<file path="src/hw/rtl/swhsr_pkg.sv">
// Package with the item types, register map and phase codes of the sensor reader.
package swhsr_pkg;

  localparam int CFG_W  = 16;
  localparam int DATA_W = 32;
  localparam int ADDR_W = 5;
  localparam int FRAME_BITS = 40;
  localparam int COUNT_W = 6;

  localparam logic [2:0] REG_START_LOW    = 3'd0;
  localparam logic [2:0] REG_RELEASE_WAIT = 3'd1;
  localparam logic [2:0] REG_SAMPLE_DELAY = 3'd2;
  localparam logic [2:0] REG_TIMEOUT      = 3'd3;
  localparam logic [2:0] REG_TAIL         = 3'd4;

  localparam logic [CFG_W-1:0] RST_START_LOW    = 16'd18000;
  localparam logic [CFG_W-1:0] RST_RELEASE_WAIT = 16'd40;
  localparam logic [CFG_W-1:0] RST_SAMPLE_DELAY = 16'd30;
  localparam logic [CFG_W-1:0] RST_TIMEOUT      = 16'd255;
  localparam logic [CFG_W-1:0] RST_TAIL         = 16'd1000;

  localparam logic [COUNT_W-1:0] FRAME_COUNT = 6'd40;

  typedef enum logic [3:0] {
    PH_IDLE      = 4'd0,
    PH_START_LOW = 4'd1,
    PH_RELEASE   = 4'd2,
    PH_RESP_LOW  = 4'd3,
    PH_RESP_HIGH = 4'd4,
    PH_BIT_RISE  = 4'd5,
    PH_BIT_DELAY = 4'd6,
    PH_BIT_FALL  = 4'd7,
    PH_TAIL      = 4'd8
  } phase_t;

  typedef struct packed {
    logic       kind;
    logic [3:0] channel;
    logic       line_level;
  } in_item_t;

  typedef struct packed {
    logic       line_drive_low;
    logic [3:0] mux_select;
    logic       mux_enable;
    logic       busy_res;
    logic       reading_valid;
    logic       reading_error;
    logic [7:0] humidity;
    logic [7:0] temperature;
  } out_item_t;

  typedef struct packed {
    logic [CFG_W-1:0] start_low_ticks;
    logic [CFG_W-1:0] release_wait_ticks;
    logic [CFG_W-1:0] sample_delay_ticks;
    logic [CFG_W-1:0] timeout_ticks;
    logic [CFG_W-1:0] tail_ticks;
  } cfg_t;

endpackage

</file>
<file path="src/hw/rtl/swhsr_regs.sv">
// Configuration register file with its APB-style access port.
module swhsr_regs
  import swhsr_pkg::*;
(
  input  logic              clk,
  input  logic              rst_n,
  input  logic              psel,
  input  logic              penable,
  input  logic              pwrite,
  input  logic [ADDR_W-1:0] paddr,
  input  logic [DATA_W-1:0] pwdata,
  output logic [DATA_W-1:0] prdata,
  output logic              pready,
  output cfg_t              cfg
);

  cfg_t       cfg_r;
  logic [2:0] reg_idx;
  logic       wr_en;

  assign pready  = 1'b1;
  assign reg_idx = paddr[4:2];
  assign wr_en   = psel & penable & pwrite;
  assign cfg     = cfg_r;

  always_ff @(posedge clk) begin
    if (!rst_n) begin
      cfg_r.start_low_ticks    <= RST_START_LOW;
      cfg_r.release_wait_ticks <= RST_RELEASE_WAIT;
      cfg_r.sample_delay_ticks <= RST_SAMPLE_DELAY;
      cfg_r.timeout_ticks      <= RST_TIMEOUT;
      cfg_r.tail_ticks         <= RST_TAIL;
    end else if (wr_en) begin
      case (reg_idx)
        REG_START_LOW:    cfg_r.start_low_ticks    <= pwdata[CFG_W-1:0];
        REG_RELEASE_WAIT: cfg_r.release_wait_ticks <= pwdata[CFG_W-1:0];
        REG_SAMPLE_DELAY: cfg_r.sample_delay_ticks <= pwdata[CFG_W-1:0];
        REG_TIMEOUT:      cfg_r.timeout_ticks      <= pwdata[CFG_W-1:0];
        REG_TAIL:         cfg_r.tail_ticks         <= pwdata[CFG_W-1:0];
        default: ;
      endcase
    end
  end

  always_comb begin
    case (reg_idx)
      REG_START_LOW:    prdata = DATA_W'(cfg_r.start_low_ticks);
      REG_RELEASE_WAIT: prdata = DATA_W'(cfg_r.release_wait_ticks);
      REG_SAMPLE_DELAY: prdata = DATA_W'(cfg_r.sample_delay_ticks);
      REG_TIMEOUT:      prdata = DATA_W'(cfg_r.timeout_ticks);
      REG_TAIL:         prdata = DATA_W'(cfg_r.tail_ticks);
      default:          prdata = '0;
    endcase
  end

endmodule

</file>
<file path="src/hw/rtl/single_wire_humidity_sensor_reader.sv">
// Top level of the single-wire humidity and temperature sensor reader.
// The block takes one item per clock cycle while the output is not stalled and gives
// one result per item. An item is caught in an input register, passes once through
// the phase logic, which updates the reader state, and lands in a result register,
// where it is offered until it is taken. The input register and the result register
// each hold one item, so a new item is taken while a finished result waits.
// Timing is counted in items: tick items advance the wait timer, which is
// TIMER_BITS wide and saturates; register limits above its range are clipped.
module single_wire_humidity_sensor_reader
  import swhsr_pkg::*;
#(
  parameter int TIMER_BITS = 16
) (
  input  logic              clk,
  input  logic              rst_n,
  input  logic              in_valid,
  output logic              in_stall,
  input  in_item_t          in_data,
  output logic              out_valid,
  input  logic              out_stall,
  output out_item_t         out_data,
  input  logic              psel,
  input  logic              penable,
  input  logic              pwrite,
  input  logic [ADDR_W-1:0] paddr,
  input  logic [DATA_W-1:0] pwdata,
  output logic [DATA_W-1:0] prdata,
  output logic              pready
);

  localparam int LW = (TIMER_BITS > CFG_W) ? TIMER_BITS : CFG_W;
  localparam logic [LW-1:0] TMAX = LW'((64'd1 << TIMER_BITS) - 64'd1);

  cfg_t cfg;

  logic      in_valid_r, in_valid_nxt;
  in_item_t  in_data_r;
  logic      out_valid_r, out_valid_nxt;
  out_item_t out_data_r, out_data_nxt;
  logic      proc, in_acc;

  phase_t                phase_r, phase_nxt;
  logic [TIMER_BITS-1:0] wait_timer_r, wait_timer_nxt;
  logic [COUNT_W-1:0]    bit_count_r, bit_count_nxt;
  logic [FRAME_BITS-1:0] frame_r, frame_nxt;
  logic [3:0]            chan_r, chan_nxt;
  logic [7:0]            hum_r, hum_nxt;
  logic [7:0]            temp_r, temp_nxt;

  logic [TIMER_BITS-1:0] timer_inc;
  logic [LW-1:0]         timer_inc_x;
  logic                  ev_valid, ev_error, do_next;
  logic [7:0]            chk_sum;
  logic                  line;

  function automatic logic lim_done(input logic [LW-1:0] t, input logic [CFG_W-1:0] lim);
    logic [LW-1:0] l;
    l = LW'(lim);
    if (l > TMAX) l = TMAX;
    return t >= l;
  endfunction

  swhsr_regs u_regs (
    .clk     (clk),
    .rst_n   (rst_n),
    .psel    (psel),
    .penable (penable),
    .pwrite  (pwrite),
    .paddr   (paddr),
    .pwdata  (pwdata),
    .prdata  (prdata),
    .pready  (pready),
    .cfg     (cfg)
  );

  assign proc          = in_valid_r & (~out_valid_r | ~out_stall);
  assign in_stall      = in_valid_r & ~proc;
  assign in_acc        = in_valid & ~in_stall;
  assign in_valid_nxt  = in_acc | (in_valid_r & ~proc);
  assign out_valid_nxt = proc | (out_valid_r & out_stall);
  assign out_valid     = out_valid_r;
  assign out_data      = out_data_r;

  assign line        = in_data_r.line_level;
  assign timer_inc   = (wait_timer_r == {TIMER_BITS{1'b1}}) ? wait_timer_r
                                                             : wait_timer_r + 1'b1;
  assign timer_inc_x = LW'(timer_inc);

  always_comb begin
    phase_nxt      = phase_r;
    wait_timer_nxt = wait_timer_r;
    bit_count_nxt  = bit_count_r;
    frame_nxt      = frame_r;
    chan_nxt       = chan_r;
    hum_nxt        = hum_r;
    temp_nxt       = temp_r;
    ev_valid       = 1'b0;
    ev_error       = 1'b0;
    do_next        = 1'b0;
    chk_sum        = '0;
    if (proc) begin
      if (in_data_r.kind) begin
        if (phase_r == PH_IDLE) begin
          chan_nxt       = in_data_r.channel;
          bit_count_nxt  = '0;
          frame_nxt      = '0;
          phase_nxt      = PH_START_LOW;
          wait_timer_nxt = '0;
        end
      end else begin
        case (phase_r)
          PH_START_LOW: begin
            wait_timer_nxt = timer_inc;
            if (lim_done(timer_inc_x, cfg.start_low_ticks)) begin
              phase_nxt      = PH_RELEASE;
              wait_timer_nxt = '0;
            end
          end
          PH_RELEASE: begin
            wait_timer_nxt = timer_inc;
            if (lim_done(timer_inc_x, cfg.release_wait_ticks)) begin
              wait_timer_nxt = '0;
              if (line) begin
                phase_nxt = PH_IDLE;
                ev_error  = 1'b1;
              end else begin
                phase_nxt = PH_RESP_LOW;
              end
            end
          end
          PH_RESP_LOW: begin
            if (line) begin
              phase_nxt      = PH_RESP_HIGH;
              wait_timer_nxt = '0;
            end else begin
              wait_timer_nxt = timer_inc;
              if (lim_done(timer_inc_x, cfg.timeout_ticks)) begin
                phase_nxt      = PH_IDLE;
                wait_timer_nxt = '0;
                ev_error       = 1'b1;
              end
            end
          end
          PH_RESP_HIGH: begin
            if (!line) begin
              bit_count_nxt  = '0;
              frame_nxt      = '0;
              phase_nxt      = PH_BIT_RISE;
              wait_timer_nxt = '0;
            end else begin
              wait_timer_nxt = timer_inc;
              if (lim_done(timer_inc_x, cfg.timeout_ticks)) begin
                phase_nxt      = PH_IDLE;
                wait_timer_nxt = '0;
                ev_error       = 1'b1;
              end
            end
          end
          PH_BIT_RISE: begin
            if (line) begin
              phase_nxt      = PH_BIT_DELAY;
              wait_timer_nxt = '0;
            end else begin
              wait_timer_nxt = timer_inc;
              if (lim_done(timer_inc_x, cfg.timeout_ticks)) begin
                phase_nxt      = PH_BIT_DELAY;
                wait_timer_nxt = '0;
              end
            end
          end
          PH_BIT_DELAY: begin
            wait_timer_nxt = timer_inc;
            if (lim_done(timer_inc_x, cfg.sample_delay_ticks)) begin
              frame_nxt     = {frame_r[FRAME_BITS-2:0], line};
              bit_count_nxt = bit_count_r + 1'b1;
              if (line) begin
                phase_nxt      = PH_BIT_FALL;
                wait_timer_nxt = '0;
              end else begin
                do_next = 1'b1;
              end
            end
          end
          PH_BIT_FALL: begin
            if (!line) begin
              do_next = 1'b1;
            end else begin
              wait_timer_nxt = timer_inc;
              if (lim_done(timer_inc_x, cfg.timeout_ticks)) do_next = 1'b1;
            end
          end
          PH_TAIL: begin
            wait_timer_nxt = timer_inc;
            if (lim_done(timer_inc_x, cfg.tail_ticks)) begin
              phase_nxt      = PH_IDLE;
              wait_timer_nxt = '0;
            end
          end
          default: ;
        endcase
        chk_sum = frame_nxt[39:32] + frame_nxt[31:24] + frame_nxt[23:16] + frame_nxt[15:8];
        if (do_next) begin
          wait_timer_nxt = '0;
          if (bit_count_nxt < FRAME_COUNT) begin
            phase_nxt = PH_BIT_RISE;
          end else if (chk_sum != frame_nxt[7:0]) begin
            phase_nxt = PH_IDLE;
            ev_error  = 1'b1;
          end else begin
            hum_nxt   = frame_nxt[39:32];
            temp_nxt  = frame_nxt[23:16];
            phase_nxt = (cfg.tail_ticks == '0) ? PH_IDLE : PH_TAIL;
            ev_valid  = 1'b1;
          end
        end
      end
    end
  end

  always_comb begin
    out_data_nxt.line_drive_low = (phase_nxt == PH_START_LOW);
    out_data_nxt.mux_select     = chan_nxt;
    out_data_nxt.mux_enable     = (phase_nxt != PH_IDLE);
    out_data_nxt.busy_res       = (phase_nxt != PH_IDLE);
    out_data_nxt.reading_valid  = ev_valid;
    out_data_nxt.reading_error  = ev_error;
    out_data_nxt.humidity       = hum_nxt;
    out_data_nxt.temperature    = temp_nxt;
  end

  always_ff @(posedge clk) begin
    if (!rst_n) begin
      in_valid_r   <= 1'b0;
      out_valid_r  <= 1'b0;
      phase_r      <= PH_IDLE;
      wait_timer_r <= '0;
      bit_count_r  <= '0;
      frame_r      <= '0;
      chan_r       <= '0;
      hum_r        <= '0;
      temp_r       <= '0;
    end else begin
      in_valid_r   <= in_valid_nxt;
      out_valid_r  <= out_valid_nxt;
      phase_r      <= phase_nxt;
      wait_timer_r <= wait_timer_nxt;
      bit_count_r  <= bit_count_nxt;
      frame_r      <= frame_nxt;
      chan_r       <= chan_nxt;
      hum_r        <= hum_nxt;
      temp_r       <= temp_nxt;
    end
  end

  always_ff @(posedge clk) begin
    if (in_acc) in_data_r <= in_data;
    if (proc)   out_data_r <= out_data_nxt;
  end

endmodule

</file>
<file path="config.mk">
export PLATFORM = sky130hd
export DESIGN_NAME = single_wire_humidity_sensor_reader
export DESIGN_NICKNAME = d
export VERILOG_FILES = /design/src/hw/rtl/swhsr_pkg.sv /design/src/hw/rtl/swhsr_regs.sv /design/src/hw/rtl/single_wire_humidity_sensor_reader.sv
export SDC_FILE = /design/constraint.sdc
export NUM_CORES = 1
export LEC_CHECK = 0
export ABC_AREA = 1
export BUFFER_PORTS_ARGS = -buffer_cell sky130_fd_sc_hd__buf_4
export CAP_MARGIN = 10
export CORE_ASPECT_RATIO = 1.75
export CORE_MARGIN = 2
export CORE_UTILIZATION = 65
export CTS_CLUSTER_DIAMETER = 80
export DETAILED_ROUTE_END_ITERATION = 10
export PLACE_DENSITY = 0.94
export SYNTH_ARGS = -nofsm -noshare
export SYNTH_HDL_FRONTEND = slang
export SYNTH_HIERARCHICAL = 1
export SYNTH_SLANG_ARGS = --single-unit
</file>
<file path="constraint.sdc">
create_clock -name clk -period 21 [get_ports clk]
set_input_delay 3.15 -clock clk [delete_from_list [all_inputs] [get_ports clk]]
set_output_delay 3.15 -clock clk [all_outputs]
set_load 0.05 [all_outputs]
</file>
# Yosys cells after proc, flatten, opt, wreduce, memory -nomap -nowiden
# Cells that the tools add are included.
[classes] n_addsub=5 magnitude_cmp=14 n_eq_ne=17 n_mux=114 bitwise=14 reduce_logical=13
[op_table] operator="16-bit two-way mux" count=47
[op_table] operator="40-bit two-way mux" count=6
[op_table] operator="16-bit greater-or-equal comparator" count=8
[op_table] operator="16-bit one-hot mux with 8 select lines" count=1
[op_table] operator="4-bit two-way mux" count=21
[op_table] operator="16-bit greater-than comparator, second input constant" count=5
[op_table] operator="8-bit two-way mux" count=10
[op_table] operator="16-bit one-hot mux with 5 select lines" count=1
[op_table] operator="40-bit one-hot mux with 2 select lines" count=1
[op_table] operator="6-bit two-way mux" count=6
[op_table] operator="4-bit one-hot mux with 7 select lines" count=1
[op_table] operator="8-bit adder" count=3
[op_table] operator="16-bit by 1-bit adder with 16-bit output, second input constant" count=1
[op_table] operator="16-bit == test, second input constant" count=1
[op_table] operator="4-bit by 3-bit == test with 1-bit output, second input constant" count=4
[op_table] operator="16-bit zero test" count=1
[op_table] operator="1-bit two-way mux" count=16
[op_table] operator="6-bit one-hot mux with 2 select lines" count=1
[op_table] operator="2-bit AND reduction" count=6
[op_table] operator="10-bit nonzero test" count=1
[op_table] operator="4-bit by 1-bit == test with 1-bit output, second input constant" count=2
[op_table] operator="4-bit by 2-bit == test with 1-bit output, second input constant" count=2
[op_table] operator="8-bit != test" count=1
[op_table] operator="6-bit by 1-bit adder with 6-bit output, second input constant" count=1
[op_table] operator="other kinds (18)" count=30
[totals] ff_bits=198 input_bits=50 out_inout_bits=60 wordCells=201

# Longest topological paths before layout
[depth] word_depth=20 ltp_mapped=56 depth_no_buf=52

# Modules after synthesis
# Netlist, hierarchy kept.
[modules_own_cells] module="single_wire_humidity_sensor_reader" instances=1 cells_per_inst=1318 area_each_um2=9092.5 seq_area_each_um2=2662.6
[modules_own_cells] module="swhsr_regs" instances=1 cells_per_inst=634 area_each_um2=4068.9 seq_area_each_um2=1601.5

# Worst setup path after synthesis
# No wires, ideal clock.
[synth_path] kind="input to output" startpoint="input paddr[2]" endpoint="output prdata[0]" arrival_time_ns=4.180 required_ns=17.850 path_slack_ns=13.670 cell_stages=7 path_buffers=2 path_cell_list="buf_4 nor2_4 buf_2 nand3_1 nand2_1 nor2_1 nand2_1"
[synth_between] elab_chain_cells=2 elab_cells_between_ends=6 classes_between="4 x eq/ne; 1 x mux; 1 x reduce/logical"
[synth_rtl] element="from (decl)" line="single_wire_humidity_sensor_reader.sv:25" source="input logic [ADDR_W-1:0] paddr,"
[synth_rtl] element="3-bit == test, or another cell as far along" line="swhsr_regs.sv:46" source="case (reg_idx)"
[synth_rtl] element="16-bit one-hot mux with 5 select lines (*)" line="swhsr_regs.sv:46"
[synth_rtl] element="to (decl)" line="single_wire_humidity_sensor_reader.sv:27" source="output logic [DATA_W-1:0] prdata,"
# Every way passes the cells marked *; elsewhere a longest branch is shown, timed or not.

# Final worst setup path
[layout_path] startpoint="register wait_timer_r[1]" endpoint="register out_data_r (netlist bit out_data[12]) (data pin)"
[layout_between] elab_chain_cells=16 elab_cells_between_ends=29 classes_between="4 x add/sub; 3 x order compare; 2 x eq/ne; 20 x mux"
[layout_rtl] element="from (decl)" line="single_wire_humidity_sensor_reader.sv:43" source="logic [TIMER_BITS-1:0] wait_timer_r, wait_timer_nxt;"
[layout_rtl] element="from (signal assigned)" line="single_wire_humidity_sensor_reader.sv:246" source="wait_timer_r <= wait_timer_nxt;"
[layout_rtl] element="16-bit by 1-bit adder with 16-bit output or 16-bit == test (tied branches)" line="single_wire_humidity_sensor_reader.sv:86, single_wire_humidity_sensor_reader.sv:85"
[layout_rtl] element="16-bit two-way mux (*)" line="single_wire_humidity_sensor_reader.sv:85" source="assign timer_inc = (wait_timer_r == {TIMER_BITS{1'b1}}) ? wait_timer_r"
[layout_rtl] element="16-bit greater-or-equal comparator" line="single_wire_humidity_sensor_reader.sv:60" source="return t >= l;"
[layout_rtl] element="40-bit two-way mux" line="single_wire_humidity_sensor_reader.sv:173" source="if (lim_done(timer_inc_x, cfg.sample_delay_ticks)) begin"
[layout_rtl] element="40-bit one-hot mux with 2 select lines" line="single_wire_humidity_sensor_reader.sv:111" source="case (phase_r)"
[layout_rtl] element="40-bit two-way mux" line="single_wire_humidity_sensor_reader.sv:102" source="if (in_data_r.kind) begin"
[layout_rtl] element="40-bit two-way mux" line="single_wire_humidity_sensor_reader.sv:101" source="if (proc) begin"
[layout_rtl] element="8-bit adder (3 in a row)" line="single_wire_humidity_sensor_reader.sv:201" source="chk_sum = frame_nxt[39:32] + frame_nxt[31:24] + frame_nxt[23:16] + frame_nxt[15:8];"
[layout_rtl] element="8-bit != test" line="single_wire_humidity_sensor_reader.sv:206" source="end else if (chk_sum != frame_nxt[7:0]) begin"
[layout_rtl] element="8-bit two-way mux" line="single_wire_humidity_sensor_reader.sv:206"
[layout_rtl] element="8-bit two-way mux" line="single_wire_humidity_sensor_reader.sv:204" source="if (bit_count_nxt < FRAME_COUNT) begin"
[layout_rtl] element="8-bit two-way mux (*)" line="single_wire_humidity_sensor_reader.sv:202" source="if (do_next) begin"
[layout_rtl] element="8-bit two-way mux (*)" line="single_wire_humidity_sensor_reader.sv:102"
[layout_rtl] element="8-bit two-way mux (*)" line="single_wire_humidity_sensor_reader.sv:101"
[layout_rtl] element="named net hum_nxt[4]" line="single_wire_humidity_sensor_reader.sv:47" source="logic [7:0] hum_r, hum_nxt;"
[layout_rtl] element="to (signal assigned)" line="single_wire_humidity_sensor_reader.sv:257" source="if (proc) out_data_r <= out_data_nxt;"
[layout_rtl] element="to (decl)" line="single_wire_humidity_sensor_reader.sv:39" source="out_item_t out_data_r, out_data_nxt;"
# The timed path passes the listed nets; every way through them passes the cells marked *. The select of a mux whose other input is x is not followed.
# A chain may end at the register's enable or synchronous reset.

==> flow_metrics.tcl <==
set metrics [dict create \
    status "completed" \
    cp_slowest_cell "fa_1" \
    synth.top_cell.area_share 0.2555 \
    slew_violations 0 \
    grt_pass1_vias 12680 \
    synth-warning-count 6 \
    maxSlewHeadroom 0.2289 \
    end_kind "register" \
    cts_setup_buffers 0 \
    areaGrowthSynthToFinish_pct 8.660 \
    grt_start_max_net_pins 85 \
    ir_drop_mv 0.07350 \
    crit_cells 51 \
    dp_hpwl_um 26260 \
    syn_avg_cell_area_um2 6.743 \
    slowest_delay_ns 0.56 \
    crit_type "register to register" \
    place_inst 2200 \
    synthDistinctLibCells 48 \
    ys_top_cells_by_count "nand2_1 (470), inv_1 (278), nor2_1 (226)" \
    numCtsBuffers 17 \
    die_x_um 111.6 \
    fmax_mhz 104.9 \
    grt_use_met2 0.6494 \
    fin_cells 2232 \
    clk_pin_slew_ns 0.08 \
    final.setup.tns_ns 0 \
    gp_congestion 0.9511 \
    yosys_most_used_dff "dfxtp_1" \
    arrival_ns 9.73 \
    wl_um 37510 \
    drc_errors 0 \
    setup_viol 0 \
    synth.cell_area_um2 13160 \
    drtIter0Drc 1366 \
    grt_overflow 0 \
    worstPathMaxFanout 55 \
    dr_total_vias 13150 \
    critPathLaunchType "register" \
    synth_enable_flop_cells 30 \
    core_um2 19820 \
    min_period_over_period 0.4538 \
    hold_viol_final 0 \
    insertion_delay_ns 0.46 \
    yosysMostFrequentCell "nand2_1" \
    htreeDepth 4 \
    diodes 0 \
    ios 110 \
    grtUsageMet3 0.04765 \
    ys_ff_latch 198 \
    initial_core_util 0.6639 \
    layout.nets 2127 \
    drive_above_1_share 0.09160 \
    maxCapViolCount 0 \
    fin_worst_skew_ns 0.01018 \
    worstMarginPinSlew_ns 1.155 \
    die_h_um 192.2 \
    reg2regPathDepth 51 \
    p_per_area_nw_per_um2 59.23 \
    busiest_layer "met2" \
    ys_async_sr_fraction 0 \
    grtUsageTotal 0.3481 \
    rsz0062_at_grt "false" \
    met1_usage 0.3451 \
    post_cts_resized 0 \
    yosysTopAreaCell "dfxtp_1" \
    crit_path_frequent_cell "nand2_1" \
    ant_nets 0 \
    first_pass_iters 6 \
    clock-sinks 198 \
    grt_pass1_wl_um 60070 \
    antenna_found_initial 0 \
    path_buf_inv 10 \
    wl_per_cell_um 16.81 \
    port_buffers 74 \
    critPathRequiredTime_ns 21.20 \
    leakagePower_uw 0.006643 \
    ys_top_cells_by_area "dfxtp_1 (26%), nand2_1 (13%), ha_1 (8.5%)" \
    syn_inst 1952 \
    hold_path_class "register to register" \
    ys_seq_area_frac 0.3240 \
    clockBufferDepth 2 \
    dieArea_um2 21450 \
    viasPerCell 5.893 \
    cts_tree "yes" \
    finalCriticalPeriod_ns 9.530 \
    cts_hold_buf 0 \
    rows 68 \
    root_buffer "clkbuf_16" \
    holdPathStages 2 \
    crit_family "simple AND/OR/NAND/NOR gates" \
]
where the power goes:
| group | internal, uW | switching, uW | total, uW | leakage (uW) |
|---|---|---|---|---|
| sequential | 390 | 4.45 | 395 | 0.00166 |
| combinational | 24.5 | 76.2 | 101 | 0.00467 |
| clock | 176 | 176 | 352 | 0.000307 |
| total | 590 | 257 | 847 | 0.00664 |
worst register-to-register path: cells and delay by family (launching register included):
family	cells	cell delay, ns
flip-flops	1	0.37
AO/OA/AOI/OAI	5	0.86
XOR/XNOR	2	0.75
buffers and inverters	10	1.09
AND/OR/NAND/NOR	28	3.98
adder cells (fa/ha/maj)	6	2.22
final cells by class:
cell class	instances	area [um^2]
clock buffers	17	425.4
flip-flops and latches	198	4264
clock inverters	15	219.0
inverters	292	1099
well taps	245	306.5
fillers	1506	5523
repair buffers	85	638.1
multi-input cells	1380	7350
final timing paths:
| kind | startpoint | slack (ns) | endpoint |
|---|---|---|---|
| worst min-delay path | frame_r[2]$_SDFFE_PN0P_ | 0.47 | frame_r[2]$_SDFFE_PN0P_ |
| worst max register to register | wait_timer_r[1]$_SDFFE_PN0P_ | 11.47 | out_data[12]$_DFFE_PP_ |
| worst max-delay path | wait_timer_r[1]$_SDFFE_PN0P_ | 11.47 | out_data[12]$_DFFE_PP_ |
| worst min register to register | frame_r[2]$_SDFFE_PN0P_ | 0.47 | frame_r[2]$_SDFFE_PN0P_ |
flip-flops by register name (all words and copies together), names as in the netlist:
name	cells
u_regs/cfg	80
bit_count_r	6
out_data	24
line	1
temp_r	8
in_data_r	5
frame_r	40
chan_r	4
in_valid_r	1
out_valid	1
phase_r	4
wait_timer_r	16
hum_r	8
per-stage QoR:
stage               utilization  setup WS [ns]  hold WS, ns  total power, uW  instance area (um^2)
floorplan                     -          13.67       0.4453            475.6                 13220
global placement         0.6889          12.00       0.4517            499.2                 13660
detailed placement       0.6889          11.76       0.4597            501.1                 13660
CTS                      0.7214          11.59       0.4750            844.2                 14300
global route             0.7214          10.76       0.4890            868.0                 14300
finish                   0.7214          11.47       0.4717            847.0                 14300
layout by cell type, fill, tap and decap left out, types with 3 or more instances in the layout:
master / n
xnor2_1: 7
fa_1: 14
nor4_1: 5
o211ai_1: 4
nand2_1: 469
o21ai_0: 82
conb_1: 17
dfxtp_1: 168
inv_1: 277
nand3_2: 4
a21oi_2: 11
nor3_1: 17
edfxtp_1: 30
nand4_1: 44
buf_4: 85
nor2_8: 3
clkbuf_16: 17
xor2_1: 7
nor2_4: 8
a21oi_1: 154
nand3_1: 167
inv_2: 13
o21ai_1: 5
o21a_1: 5
clkinv_8: 6
nor2_1: 224
nor2_2: 9
nand3b_1: 3
inv_8: 3
nand2_4: 11
ha_1: 89
logic make-up after synthesis:
| logic type | after synthesis | synth area share |
|---|---|---|
| simple gates | 969 | 0.3243 |
| buf+inv | 389 | 0.1224 |
| compound gates | 277 | 0.1135 |
| flops | 198 | 0.3240 |
| fa+ha+maj | 103 | 0.1059 |
| xor+xnor | 14 | 0.009317 |
| other cells | 2 | 0.0005706 |
layer usage:
layer / part of all wire / wire [um] / vias up
met1: 0.34 / 12640 / 5954
met3: 0.061 / 2288 / 214
li1: - / - / 6271
met5: 0 / 0 / -
met2: 0.52 / 19410 / 715
met4: 0.085 / 3177 / 0
Power figures use the tool's default switching activity.
